File: src/rtl/core/npc_pkg.sv
package npc_pkg;

  localparam int PALETTE_DEPTH = 64;
  localparam int IDX_W         = 6;
  localparam int CNT_W         = 7;
  localparam int COLOR_W       = 24;
  localparam int CH_W          = 8;
  localparam int SQ_W          = 2 * CH_W;
  localparam int DIST_W        = 18;
  localparam int PIPE_LAT      = 2 * PALETTE_DEPTH;

  localparam logic [DIST_W-1:0] MAX_DIST = DIST_W'(195075);

  localparam logic OP_QUERY = 1'b0;
  localparam logic OP_LOAD  = 1'b1;

  // One item as it moves along the row, with the best match found so far
  typedef struct packed {
    logic               vld;
    logic               op;
    logic [IDX_W-1:0]   entry_index;
    logic [COLOR_W-1:0] color;
    logic               found;
    logic [IDX_W-1:0]   best_index;
    logic [DIST_W-1:0]  best_dist;
  } tok_t;

  function automatic logic [SQ_W-1:0] chan_sq(input logic [CH_W-1:0] x,
                                              input logic [CH_W-1:0] y);
    logic [CH_W-1:0] d;
    d = (x > y) ? (x - y) : (y - x);
    return SQ_W'(d) * SQ_W'(d);
  endfunction

endpackage

File: src/rtl/core/npc_cell.sv
module npc_cell (
  input  logic                      clk,
  input  logic                      rst_n,
  input  logic [npc_pkg::IDX_W-1:0] cell_idx,
  input  logic [npc_pkg::CNT_W-1:0] palette_count,
  input  npc_pkg::tok_t             tok_in,
  output npc_pkg::tok_t             tok_out
);
  import npc_pkg::*;

  logic [COLOR_W-1:0] entry_r;
  tok_t               tok_a_r;
  logic [SQ_W-1:0]    sq_r [3];
  tok_t               tok_b_r;
  tok_t               tok_b_nxt;
  logic [DIST_W-1:0]  sum_dist;
  logic               active;
  logic               wr_en;

  // The load writes as it passes, so earlier queries have already read this slot
  assign wr_en = tok_in.vld && (tok_in.op == OP_LOAD) && (tok_in.entry_index == cell_idx);

  always_ff @(posedge clk) begin
    if (wr_en) begin
      entry_r <= tok_in.color;
    end
  end

  // Stage A: per-channel squared differences
  always_ff @(posedge clk) begin
    if (!rst_n) begin
      tok_a_r.vld <= 1'b0;
    end else begin
      tok_a_r.vld <= tok_in.vld;
    end
    tok_a_r.op          <= tok_in.op;
    tok_a_r.entry_index <= tok_in.entry_index;
    tok_a_r.color       <= tok_in.color;
    tok_a_r.found       <= tok_in.found;
    tok_a_r.best_index  <= tok_in.best_index;
    tok_a_r.best_dist   <= tok_in.best_dist;
    for (int c = 0; c < 3; c++) begin
      sq_r[c] <= chan_sq(tok_in.color[c*CH_W +: CH_W], entry_r[c*CH_W +: CH_W]);
    end
  end

  // Stage B: sum and compare, strict less-than keeps the lowest index on ties
  assign sum_dist = DIST_W'(sq_r[0]) + DIST_W'(sq_r[1]) + DIST_W'(sq_r[2]);
  assign active   = {1'b0, cell_idx} < palette_count;

  always_comb begin
    tok_b_nxt = tok_a_r;
    if (tok_a_r.vld && (tok_a_r.op == OP_QUERY) && active &&
        (!tok_a_r.found || (sum_dist < tok_a_r.best_dist))) begin
      tok_b_nxt.found      = 1'b1;
      tok_b_nxt.best_index = cell_idx;
      tok_b_nxt.best_dist  = sum_dist;
    end
  end

  always_ff @(posedge clk) begin
    if (!rst_n) begin
      tok_b_r.vld <= 1'b0;
    end else begin
      tok_b_r.vld <= tok_b_nxt.vld;
    end
    tok_b_r.op          <= tok_b_nxt.op;
    tok_b_r.entry_index <= tok_b_nxt.entry_index;
    tok_b_r.color       <= tok_b_nxt.color;
    tok_b_r.found       <= tok_b_nxt.found;
    tok_b_r.best_index  <= tok_b_nxt.best_index;
    tok_b_r.best_dist   <= tok_b_nxt.best_dist;
  end

  assign tok_out = tok_b_r;

endmodule

File: config.mk
export PLATFORM = sky130hd
export DESIGN_NAME = npc_cell
export DESIGN_NICKNAME = d
export VERILOG_FILES = /design/src/rtl/core/npc_pkg.sv /design/src/rtl/core/npc_cell.sv
export SDC_FILE = /design/constraint.sdc
export NUM_CORES = 1
export LEC_CHECK = 0
export BUFFER_PORTS_ARGS = -buffer_cell sky130_fd_sc_hd__buf_2
export CAP_MARGIN = 20
export CORE_UTILIZATION = 40
export DETAILED_ROUTE_END_ITERATION = 16
export GPL_TIMING_DRIVEN = 0
export SYNTH_ARGS = -nofsm -noshare
export SYNTH_HDL_FRONTEND = slang
export SYNTH_SLANG_ARGS = --single-unit
export TNS_END_PERCENT = 20
File: constraint.sdc
create_clock -name clk -period 9.6 [get_ports clk]
set_input_delay 1.92 -clock clk [delete_from_list [all_inputs] [get_ports clk]]
set_output_delay 1.92 -clock clk [all_outputs]
set_load 0.02 [all_outputs]
==> flow_summary.toml <==
[global_route]
first_global_vias = 9080
grt_max_degree = 20
grt_usage_pct = 16.0
antenna_found_initial = 0
grt_pass1_wl_mm = 42.4
grt_overflow = 0

[sta]
fin_skew_ps = 21.2
worst_slew_pin_slew_ps = 894
fmax_mhz = 124
setup_viol = 0
drv_slew = 0
finalSetupTns_ps = 0
max_slew_margin_pct = 39.9
hold_violations = 0
min_period_ps = 8100
min_period_over_period_pct = 84.3
rsz0062_at_grt = "no"

[worst_setup_path]
crit_path_end_kind = "flop"
critical_path_class = "input port to flop"
cp_slowest_cell = "fa_1"
crit_fanout = 9
path_buf_inv = 7
required_ps = 9920
r2r_slack_ps = 2770
slowest_delay_ps = 550
crit_family = "adder cells"
crit_path_start_kind = "input port"
worstPathArrival_ps = 8410

[synth]
ys_ff_latch = 183
synthFlopType = "dfxtp_1"
avgSynthCellArea_um2 = 9.72
synth_area_um2 = 12900
synth_top_cell_by_area = "dfxtp_1"
yosysUniqueCellTypes = 79
synth_area_leaders = "dfxtp_1 25%, ha_1 17%, fa_1 15%"
synth_edf_count = 24
synth-async-reset-ratio_pct = 0
synth_top_area_share_pct = 24.7
yosysWarnings = 0
yosysSeqAreaShare_pct = 30.3
syn_inst = 1324

[routing]
drtIter0Drc = 404
drcViolationCount = 0
vias = 9180
via_per_inst = 4.86
drt.antenna.violating_nets = 0
dr.pass1.iters = 5
totalWireLength_mm = 24.9
routedWlPerCell_um = 13.2

[power]
comb_power_share_pct = 67.3
internal_power_w = 0.00290
irDropWorstVdd_mv = 0.217
pwr-share-clk_pct = 13.6
p_sw_share_pct = 45.7
switching_power_w = 0.00245
power_leakage_nw = 7.31
p_per_area_nw_per_um2 = 365
pwr-share-seq_pct = 19.1

[cts]
cts_setup_buffers = 0
cts.repair.resized = 0
root_buffer = "clkbuf_16"
numCtsBuffers = 17
ctsHoldBuffers = 0
path_clk_slew_ps = 70
cts.sinks = 183
clock_path_buffers = 2
htree_levels = 4
cts_tree = "done"
insertion_delay_ps = 460

[final_layout]
seqCellArea_um2 = 3900
area_growth_syn_to_layout_pct = 14.0
nFillCells = 3025
diodes = 0
layout-drive-gt1-share_pct = 14.7
layoutNonFillerInstCount = 1890
multi_input_area_um2 = 7980
num-nets-final = 1815

[floorplan]
start_util_pct = 40.7
dieArea_um2 = 32900
core_area_um2 = 31600
die_w_um = 181
dieHeight_um = 181
ioPinCount = 129
rows = 65

[flow_run]
max_cap_violations = 0

[placement]
port_buffers = 128
dpl.cell_count = 1858
place_congestion = 0.877
dp_hpwl_mm = 20.3

[min_path]
hp-class = "flop to flop"

[run_status]
status = "finished, final reports clean"
worst reg2reg max path, stage by stage (launching register included):
cell and delay [ps]:
edfxtp_1 360, ha_1 190, inv_1 60, fa_1 430, a21o_1 230, a221oi_2 380
a211o_1 200, buf_6 140, mux2i_4 240, xor2_2 490, or2_2 240, inv_1 50
fa_1 480, fa_1 540, inv_1 50, fa_1 500, fa_1 550, inv_1 40
ha_1 330, o21a_1 190, nor2_1 120, nor2b_1 90, a211oi_1 210, nor2_1 100
o41ai_1 320, xnor2_1 150
per-stage QoR:
stage | setup WS (ps) | cell area (µm²) | total power, W | hold WS (ps) | utilization (%)
4_1_cts | 1490 | 14700 | 0.00542 | 326 | 46.3
3_5_place_dp | 1030 | 14000 | 0.00464 | 312 | 44.4
2_1_floorplan | 1750 | 12900 | 0.00389 | 310 | -
6_report | 1500 | 14700 | 0.00535 | 320 | 46.3
3_3_place_gp | 1110 | 14000 | 0.00459 | 310 | 44.3
5_1_grt | 947 | 14700 | 0.00598 | 331 | 46.3
state kept, by name (all words and copies together) (netlist names):
register and cells:
entry_r 24, sq_r 45, tok_a_r 57, tok_out 57
cells in the mapped netlist (6+ instances only):
library cell    n
mux2_2         10
or2_2          10
o21ai_0        55
xnor2_1        45
nor2b_1        16
nand2_1        33
inv_1         240
edfxtp_1       24
xor2_1         26
a21oi_1        65
mux2i_1        13
nor3_1         19
ha_1          171
dfxtp_1       159
a211oi_1        7
fa_1           97
nand2b_1       17
a21o_1         22
nand3_1        21
clkbuf_1       12
nor2_1        110
o31a_1          6
o21a_1         22
area by class of cell:
cell class | count | area share [%]
plain buffers | 20 | 0.666
clock inverters | 14 | 1.23
repair buffers | 131 | 4.52
flip-flops and latches | 183 | 26.6
well taps | 402 | 3.43
inverters | 240 | 6.14
clock buffers | 18 | 3.00
multi-input cells | 882 | 54.4
kinds of logic after synthesis:
logic type | synth area share, %
compound gates | 12.3
xor+xnor | 5.34
fa+ha+maj | 31.7
buf+inv | 7.76
flops | 30.3
mux | 2.17
other cells | 0.0584
simple gates | 10.3
power groups by stage:
stage / registers (W) / clock network [W] / logic, W
final: 0.00102 / 0.000730 / 0.00360
after global routing: 0.00104 / 0.000784 / 0.00416
after CTS: 0.00102 / 0.000756 / 0.00364
after detailed placement: 0.00104 / 0 / 0.00360
after global placement: 0.00104 / 0 / 0.00355
after floorplan: 0.00106 / 0 / 0.00283
metal layers:
layer | up-vias | track usage [%] | share of wire (%)
li1 | 4664 | - | -
met1 | 4327 | 21.6 | 50
met2 | 168 | 25.8 | 45
met3 | 21 | 2.88 | 3.1
met4 | 0 | 5.39 | 1.6
met5 | - | 0 | 0
layout by cell type, fill, tap and decap left out, types with 6 or more instances in the layout:
cell / count
a211oi_1: 7
a21o_1: 22
a21oi_1: 65
buf_2: 133
clkbuf_1: 12
clkbuf_16: 17
dfxtp_1: 159
edfxtp_1: 24
fa_1: 97
ha_1: 171
inv_1: 240
mux2_2: 10
mux2i_1: 13
nand2_1: 33
nand2b_1: 17
nand3_1: 21
nor2_1: 110
nor2b_1: 16
nor3_1: 19
o21a_1: 22
o21ai_0: 55
o31a_1: 6
or2_2: 10
xnor2_1: 45
xor2_1: 26
worst paths after layout:
path	end	cells past startpoint	start
max	sq_r[0][15]$_DFF_P_	27	tok_in[25]
min	tok_out[29]$_DFF_P_	0	tok_a_r[29]$_DFF_P_
max reg2reg	sq_r[0][15]$_DFF_P_	25	entry_r[0]$_DFFE_PP_
min reg2reg	tok_out[29]$_DFF_P_	0	tok_a_r[29]$_DFF_P_
(Power assumes the default switching activity.)
